--- src/hw/rtl/iti_pkg.sv ---
`default_nettype none
package iti_pkg;

   localparam int unsigned DigitLimit = 10;
   localparam int unsigned CountSat   = 11;
   localparam int unsigned CountW     = 4;

   localparam logic [7:0] AsciiZero = 8'h30;
   localparam logic [7:0] AsciiNine = 8'h39;

   // Values handed from the accumulator to the output stage at the end of an identifier.
   typedef struct packed {
      logic [31:0] hash;
      logic [31:0] value;
      logic        clean;
   } fin_type;

   function automatic logic [31:0] hash_absorb(input logic [31:0] h_in, input logic [7:0] b);
      logic [31:0] h;
      h = h_in + {24'd0, b};
      h = h + (h << 10);
      h = h ^ (h >> 6);
      return h;
   endfunction

   function automatic logic [31:0] hash_finish(input logic [31:0] h_in);
      logic [31:0] h;
      h = h_in + (h_in << 3);
      h = h ^ (h >> 11);
      h = h + (h << 15);
      return h;
   endfunction

endpackage
`default_nettype wire

--- src/hw/rtl/iti_accum.sv ---
`default_nettype none
module iti_accum (
   input  wire logic            clock,
   input  wire logic            reset,
   input  wire logic            take,
   input  wire logic [7:0]      byte_in,
   input  wire logic            byte_present,
   input  wire logic            is_last,
   output iti_pkg::fin_type     fin
);
   import iti_pkg::*;

   logic [31:0]       hash_ff,  hash_in;
   logic [31:0]       value_ff, value_in;
   logic [CountW-1:0] count_ff, count_in;
   logic              zero_ff,  zero_in;
   logic              nonum_ff, nonum_in;

   logic [35:0]       next_value;
   logic              is_digit;

   always_comb begin
      hash_in  = hash_ff;
      value_in = value_ff;
      count_in = count_ff;
      zero_in  = zero_ff;
      nonum_in = nonum_ff;

      is_digit   = (byte_in >= AsciiZero) && (byte_in <= AsciiNine);
      // Times ten as two shifted copies; anything above bit 31 is an overflow.
      next_value = ({4'd0, value_ff} << 3) + ({4'd0, value_ff} << 1)
                 + {28'd0, byte_in - AsciiZero};

      if (byte_present) begin
         hash_in = hash_absorb(hash_ff, byte_in);
         if ((count_ff == '0) && (byte_in == AsciiZero)) begin
            zero_in = 1'b1;
         end
         if (!is_digit) begin
            nonum_in = 1'b1;
         end else if (!nonum_ff) begin
            if (next_value[35:32] != 4'd0) begin
               nonum_in = 1'b1;
            end else begin
               value_in = next_value[31:0];
            end
         end
         if (count_ff < CountW'(CountSat)) begin
            count_in = count_ff + 1'b1;
         end
      end

      fin.hash  = hash_in;
      fin.value = value_in;
      fin.clean = !nonum_in
               && (count_in >= CountW'(1))
               && (count_in <= CountW'(DigitLimit))
               && !((count_in > CountW'(1)) && zero_in);
   end

   always_ff @(posedge clock) begin
      if (reset) begin
         hash_ff  <= '0;
         value_ff <= '0;
         count_ff <= '0;
         zero_ff  <= 1'b0;
         nonum_ff <= 1'b0;
      end else if (take) begin
         if (is_last) begin
            hash_ff  <= '0;
            value_ff <= '0;
            count_ff <= '0;
            zero_ff  <= 1'b0;
            nonum_ff <= 1'b0;
         end else begin
            hash_ff  <= hash_in;
            value_ff <= value_in;
            count_ff <= count_in;
            zero_ff  <= zero_in;
            nonum_ff <= nonum_in;
         end
      end
   end

endmodule
`default_nettype wire

--- src/hw/rtl/identifier_to_id.sv ---
// Accepts one identifier byte per cycle, gap-free across identifiers, when not stalled.
// After its final transaction is taken, the id for an identifier is formed in order:
// the byte register feeds the hash and decimal update into the finish register, then
// hash finalization fills the output register.
// One transaction per cycle unless the output stalls; then up to two finished ids wait.
// Synchronous active-high reset clears all valid flags and the accumulated hash and value.
`default_nettype none
module identifier_to_id (
   input  wire logic        clock,
   input  wire logic        reset,
   input  wire logic        req_tvalid,
   output      logic        req_tready,
   input  wire logic [7:0]  req_tdata,   // [7:0] byte_in
   input  wire logic        req_tuser,   // [0] byte_present
   input  wire logic        req_tlast,   // is_last
   output      logic        rsp_tvalid,
   input  wire logic        rsp_tready,
   output      logic [31:0] rsp_tdata    // [31:0] ident
);
   import iti_pkg::*;

   logic       in_valid_ff;
   logic [7:0] in_byte_ff;
   logic       in_present_ff;
   logic       in_last_ff;

   logic       fin_valid_ff;
   fin_type    fin_ff;
   fin_type    fin_in;

   logic        out_valid_ff;
   logic [31:0] out_data_ff;

   logic out_take;
   logic fin_take;
   logic in_take;

   assign out_take   = !out_valid_ff || rsp_tready;
   assign fin_take   = fin_valid_ff && out_take;
   // Only a final byte needs room in the finish stage; other bytes just update the state.
   assign in_take    = in_valid_ff && (!in_last_ff || !fin_valid_ff || out_take);
   assign req_tready = !in_valid_ff || in_take;

   iti_accum u_accum (
      .clock        (clock),
      .reset        (reset),
      .take         (in_take),
      .byte_in      (in_byte_ff),
      .byte_present (in_present_ff),
      .is_last      (in_last_ff),
      .fin          (fin_in)
   );

   always_ff @(posedge clock) begin
      if (reset) begin
         in_valid_ff  <= 1'b0;
         fin_valid_ff <= 1'b0;
         out_valid_ff <= 1'b0;
      end else begin
         if (req_tready) begin
            in_valid_ff <= req_tvalid;
         end
         if (in_take && in_last_ff) begin
            fin_valid_ff <= 1'b1;
         end else if (fin_take) begin
            fin_valid_ff <= 1'b0;
         end
         if (out_take) begin
            out_valid_ff <= fin_valid_ff;
         end
      end
   end

   always_ff @(posedge clock) begin
      if (req_tready) begin
         in_byte_ff    <= req_tdata;
         in_present_ff <= req_tuser;
         in_last_ff    <= req_tlast;
      end
      if (in_take && in_last_ff) begin
         fin_ff <= fin_in;
      end
      if (fin_take) begin
         out_data_ff <= fin_ff.clean ? fin_ff.value : hash_finish(fin_ff.hash);
      end
   end

   assign rsp_tvalid = out_valid_ff;
   assign rsp_tdata  = out_data_ff;

endmodule
`default_nettype wire
--- config.mk ---
export PLATFORM = sky130hd
export DESIGN_NAME = identifier_to_id
export DESIGN_NICKNAME = d
export VERILOG_FILES = /design/src/hw/rtl/iti_pkg.sv /design/src/hw/rtl/iti_accum.sv /design/src/hw/rtl/identifier_to_id.sv
export SDC_FILE = /design/constraint.sdc
export NUM_CORES = 1
export LEC_CHECK = 0
export ABC_CLOCK_PERIOD_IN_PS = 6400
export BUFFER_PORTS_ARGS = -buffer_cell sky130_fd_sc_hd__buf_4
export CAP_MARGIN = 20
export CORE_UTILIZATION = 34
export DETAILED_ROUTE_END_ITERATION = 10
export GPL_TIMING_DRIVEN = 1
export PLACE_DENSITY = 0.58
export SLEW_MARGIN = 30
export SYNTH_ARGS = -nofsm -noshare
export SYNTH_HDL_FRONTEND = slang
export SYNTH_SLANG_ARGS = --single-unit
--- constraint.sdc ---
create_clock -name clock -period 6.4 [get_ports clock]
set_input_delay 0.32 -clock clock [delete_from_list [all_inputs] [get_ports clock]]
set_output_delay 0.32 -clock clock [all_outputs]
set_load 0.01 [all_outputs]
==> reports/metrics.csv <==
stage;metric;value;unit
sta;final worst-path cycle share;88.6;%
route;vias post-DR;10500;
yosys;post-synth net total;1575;
yosys;Synth Cell Area;0.0139;sq mm
worst_setup_path;element type at the critical path end;flop;
yosys;gate count of the mapped netlist;1416;
pwr;switching power;0.000999;W
worst_setup_path;largest fanout of any net on the critical path;6;
worst_setup_path;Setup crit start kind;flop;
global_route;vias in the first global route;10300;
yosys;dominant register cell in the synthesized netlist;sky130_fd_sc_hd__edfxtp_1;
sta;relative slew slack;41.3;%
yosys;average footprint of a synthesized cell;9.81;sq um
yosys;register area share after synthesis;33.6;%
pwr;switching power share of the total;32.1;%
sta;# setup viols final;0;
yosys;number of enable flip-flop cells after synthesis;107;
sta;final-layout setup total negative slack;0;ns
clock_tree;clock buffer depth;2;
pwr;portion of total power attributed to combinational logic;24.3;%
worst_setup_path;Register-to-Register Path Depth;24;
clock_tree;total clock buffers created by CTS;17;
worst_setup_path;data arrival time at the worst-slack endpoint;5.81;ns
worst_setup_path;Critical path destination;fin_ff[56];
sta;maximum frequency from static timing analysis;176;MHz
pwr;fraction of power consumed by sequential logic;41.7;%
status;result of the run;finished clean;
route;antenna violation net count after detailed routing;0;
clock_tree;clock-pin transition on the worst setup and hold timing paths;0.07;ns
global_route;Total Routing Usage GR;17.5;%
route;drt via density;5.29;
clock_tree;# Post-CTS Setup Buffers;0;
route;number of DRC markers after the initial detailed-route iteration;644;
worst_setup_path;critical register-to-register path endpoint;fin_ff[56];
pwr;Leak Pwr;6.39;nW
worst_hold_path;path category of the worst min-delay check;in -> reg;
clock_tree;H-Tree Depth;4;
pwr;total power divided by cell area;202;mW/mm^2
clock_tree;clock tree from TritonCTS;built;
yosys;number of unique standard cell types used by synthesis;93;
clock_tree;clock latency reported for the late side of the worst-skew pair;0.45;ns
route;number of iterations in the first detailed-routing pass;5;
yosys;count of synthesis-stage warnings from yosys;0;
layout;Layout area overhead;10.8;%
clock_tree;number of hold buffers added after CTS;0;
worst_setup_path;Register-to-Register Setup Slack;0.73;ns
sta;max-slew violation total from the final report;0;
layout;final net count;1609;
die;vertical extent of the die;204;microns
clock_tree;clock sink total;180;
route;routed wirelength normalized by instance count;18.0;microns
flow_run;maximum capacitance violations;0;
worst_setup_path;Crit Path Category;reg -> reg;
sta;Final Hold Viols;0;
route;Residual DRC;0;
layout;combined flip-flop and latch cell area;0.00467;sq mm
yosys;Seq cells post-synth;180;
global_route;pin count of the biggest net entering global routing;68;
layout;Filler Cells Inserted;3994;
yosys;share of flip-flops with an asynchronous set or reset after synthesis;0;%
placement;total of buffers placed on input and output ports;47;
sta;setup repair after global routing missed its margin;no;
pwr;clock network power share;34.0;%
global_route;global-route congestion overflow total;0;
pwr;design internal power;0.00211;W
placement;final weighted congestion in routability-driven placement;0.908;
die;Starting Density;34.7;%
layout;share of post-route cells with drive strength above 1;12.5;%
sta;worst-margin pin slew;0.880;ns
route;aggregate routed wire length;35.7;mm
clock_tree;clock root buffer;sky130_fd_sc_hd__clkbuf_16;
die;site row count;73;
sta;fin crit period;5.67;ns
layout;area of the multi-input gates;0.00867;sq mm
placement;detailed placer's ending HPWL;28.1;mm
pwr;maximum VDD drop;0.174;mV
layout;diode insertion count for antenna repair;0;
worst_setup_path;required time of the critical path;6.55;ns
global_route;global-route wire length before repair;56.9;mm
worst_setup_path;Reg-to-Reg Start;in_byte_ff[0];
die;number of top-level pins;48;
sta;skew final;0.0184;ns
die;placeable core region;0.0400;sq mm
die;width of the die;204;microns
placement;dpl cell area;0.0148;sq mm
layout;finished layout cell area;0.0154;sq mm
global_route;number of antenna violations at the first check in global routing;0;
worst_setup_path;worst setup path startpoint;in_byte_ff[0];
die;full die area;0.0417;sq mm
-- cells in the final DEF, fill, tap and decap left out, types with 5 or more instances in the layout --
cell type,synthesis,layout
sky130_fd_sc_hd__o31ai_1,8,8
sky130_fd_sc_hd__or3_1,8,8
sky130_fd_sc_hd__a21boi_0,8,8
sky130_fd_sc_hd__and2_1,6,6
sky130_fd_sc_hd__o21ai_0,66,65
sky130_fd_sc_hd__a2bb2o_4,22,22
sky130_fd_sc_hd__a21oi_1,99,99
sky130_fd_sc_hd__a22oi_1,15,15
sky130_fd_sc_hd__o211ai_1,8,8
sky130_fd_sc_hd__nand2_1,80,80
sky130_fd_sc_hd__nor2_1,114,114
sky130_fd_sc_hd__a211oi_1,6,6
sky130_fd_sc_hd__a21o_1,38,38
sky130_fd_sc_hd__nor3_1,19,19
sky130_fd_sc_hd__clkbuf_16,0,17
sky130_fd_sc_hd__mux2_2,33,33
sky130_fd_sc_hd__and3_1,11,10
sky130_fd_sc_hd__nand4_1,15,15
sky130_fd_sc_hd__mux2i_1,6,6
sky130_fd_sc_hd__nand2b_1,12,12
sky130_fd_sc_hd__inv_1,94,94
sky130_fd_sc_hd__o211a_1,5,5
sky130_fd_sc_hd__nor2b_1,9,8
sky130_fd_sc_hd__mux2_1,24,24
sky130_fd_sc_hd__edfxtp_1,107,107
sky130_fd_sc_hd__dfxtp_1,73,73
sky130_fd_sc_hd__inv_8,0,5
sky130_fd_sc_hd__a31oi_1,14,14
sky130_fd_sc_hd__xnor2_1,108,108
sky130_fd_sc_hd__buf_4,3,55
sky130_fd_sc_hd__fa_1,10,10
sky130_fd_sc_hd__ha_1,135,135
sky130_fd_sc_hd__nand3_1,25,25
sky130_fd_sc_hd__xor2_1,52,52
sky130_fd_sc_hd__o21a_1,20,20
sky130_fd_sc_hd__o21ai_1,14,15
sky130_fd_sc_hd__or2_2,6,6
sky130_fd_sc_hd__o21bai_1,18,18
-- layer usage --
metal	global-route usage (%)	part of all wire [%]	wire (microns)	vias up
li1	-	-	-	5231
met1	25.1	50	17900	5013
met2	27.0	44	15700	237
met3	2.66	4.1	1450	31
met4	4.90	1.7	596	0
met5	0	0	0	-
-- kinds of logic (layout without fill, tap and decap cells) --
family / count (synthesis) / count (layout) / synth area share [%]
buf+inv: 137 / 184 / 4.04
fa+ha+maj: 145 / 145 / 13.6
simple gates: 323 / 323 / 10.9
compound gates: 404 / 404 / 22.0
mux: 63 / 63 / 5.05
xor+xnor: 164 / 164 / 10.7
flops: 180 / 180 / 33.6
-- flip-flops by register name, summed over array words and instances (netlist names) --
name / flops
in_last_ff: 1
rsp_tdata: 32
rsp_tvalid: 1
u_accum.count_ff: 4
in_byte_ff: 8
fin_valid_ff: 1
u_accum.value_ff: 32
u_accum.zero_ff: 1
u_accum.nonum_ff: 1
fin_ff: 65
in_valid_ff: 1
in_present_ff: 1
u_accum.hash_ff: 32
-- cell usage after synthesis, drive strengths merged (4+ instances only) --
library cell,count,share of area (%)
xnor2,110,7.1
o211a,5,0.36
o21bai,18,0.97
or2,8,0.36
a2bb2o,24,3.3
a21o,38,2.1
a21boi,8,0.43
a21oi,104,3.9
dfxtp,73,11
fa,10,1.4
nand2b,12,0.54
a41oi,4,0.25
and2,7,0.32
o21a,20,1.1
mux2i,6,0.43
o2111ai,4,0.25
a31oi,16,0.87
o31ai,11,0.83
buf,13,0.69
o22a,4,0.26
nor2b,10,0.47
o22ai,4,0.18
nand2,80,2.2
nor2,114,3.1
inv,94,2.5
ha,135,12
xor2,52,3.3
nor3,20,0.80
o21ai,81,2.9
edfxtp,107,23
o211ai,10,0.68
mux2,57,4.6
or3,8,0.36
nand4,15,0.68
a22oi,15,0.81
nand3,25,0.90
clkbuf,29,0.78
a211oi,7,0.41
and3,12,0.58
-- power groups by stage --
stage	registers (W)	clock network [W]	logic (W)
global route	0.00130	0.00113	0.000823
finish	0.00129	0.00106	0.000756
global placement	0.00132	0	0.000747
floorplan	0.00131	0	0.000534
CTS	0.00129	0.00108	0.000751
detailed placement	0.00132	0	0.000746
-- critical path, cell delays in order (launching register included) --
cell,delay [ns]
sky130_fd_sc_hd__edfxtp_1,0.41
sky130_fd_sc_hd__ha_1,0.19
sky130_fd_sc_hd__inv_1,0.06
sky130_fd_sc_hd__fa_1,0.40
sky130_fd_sc_hd__nor2b_1,0.12
sky130_fd_sc_hd__o21ai_0,0.09
sky130_fd_sc_hd__a21boi_0,0.23
sky130_fd_sc_hd__o21ai_0,0.12
sky130_fd_sc_hd__a21boi_0,0.25
sky130_fd_sc_hd__o21a_1,0.22
sky130_fd_sc_hd__o21ai_1,0.19
sky130_fd_sc_hd__or2_2,0.37
sky130_fd_sc_hd__nor2_1,0.12
sky130_fd_sc_hd__xnor2_1,0.15
sky130_fd_sc_hd__ha_1,0.27
sky130_fd_sc_hd__a21o_1,0.18
sky130_fd_sc_hd__a21o_1,0.18
sky130_fd_sc_hd__a21oi_1,0.14
sky130_fd_sc_hd__o21a_1,0.20
sky130_fd_sc_hd__a211oi_1,0.14
sky130_fd_sc_hd__or3_1,0.37
sky130_fd_sc_hd__a21oi_1,0.18
sky130_fd_sc_hd__xor2_1,0.34
sky130_fd_sc_hd__xor2_1,0.32
sky130_fd_sc_hd__a21oi_1,0.14
-- what timing repair did --
item                       CTS  global route
hold endpoints to repair     0             0
gates resized for setup      0             1
setup endpoints to repair    0             1
-- layout make-up --
cell class | count | area share, %
multi-input cells | 1099 | 56.3
flip-flops and latches | 180 | 30.4
well taps | 525 | 4.27
repair buffers | 57 | 2.93
clock buffers | 17 | 2.76
inverters | 95 | 2.32
clock inverters | 15 | 1.04
-- stage by stage --
step	total power [W]	setup WS, ns	std cells	utilization [%]	hold WS (ns)
final	0.00311	0.732	1988	38.5	0.0580
after floorplan	0.00185	1.38	1416	-	0.419
after detailed placement	0.00207	0.679	1954	36.9	0.485
after global routing	0.00325	0.237	1988	38.5	0.0340
after global placement	0.00207	0.644	1954	36.9	0.479
after CTS	0.00313	0.626	1986	38.4	0.0342
-- worst min-delay path by stage --
stage,to,startpoint,cells after the start
4_1_cts,in_byte_ff[3],req_tdata[3],1
3_3_place_gp,u_accum.nonum_ff,u_accum.nonum_ff,2
2_1_floorplan,in_byte_ff[0],req_tdata[0],0
6_report,in_byte_ff[3],req_tdata[3],1
5_1_grt,in_byte_ff[3],req_tdata[3],1
3_5_place_dp,u_accum.nonum_ff,u_accum.nonum_ff,2
Note: power is estimated with default switching activity, not from simulation.
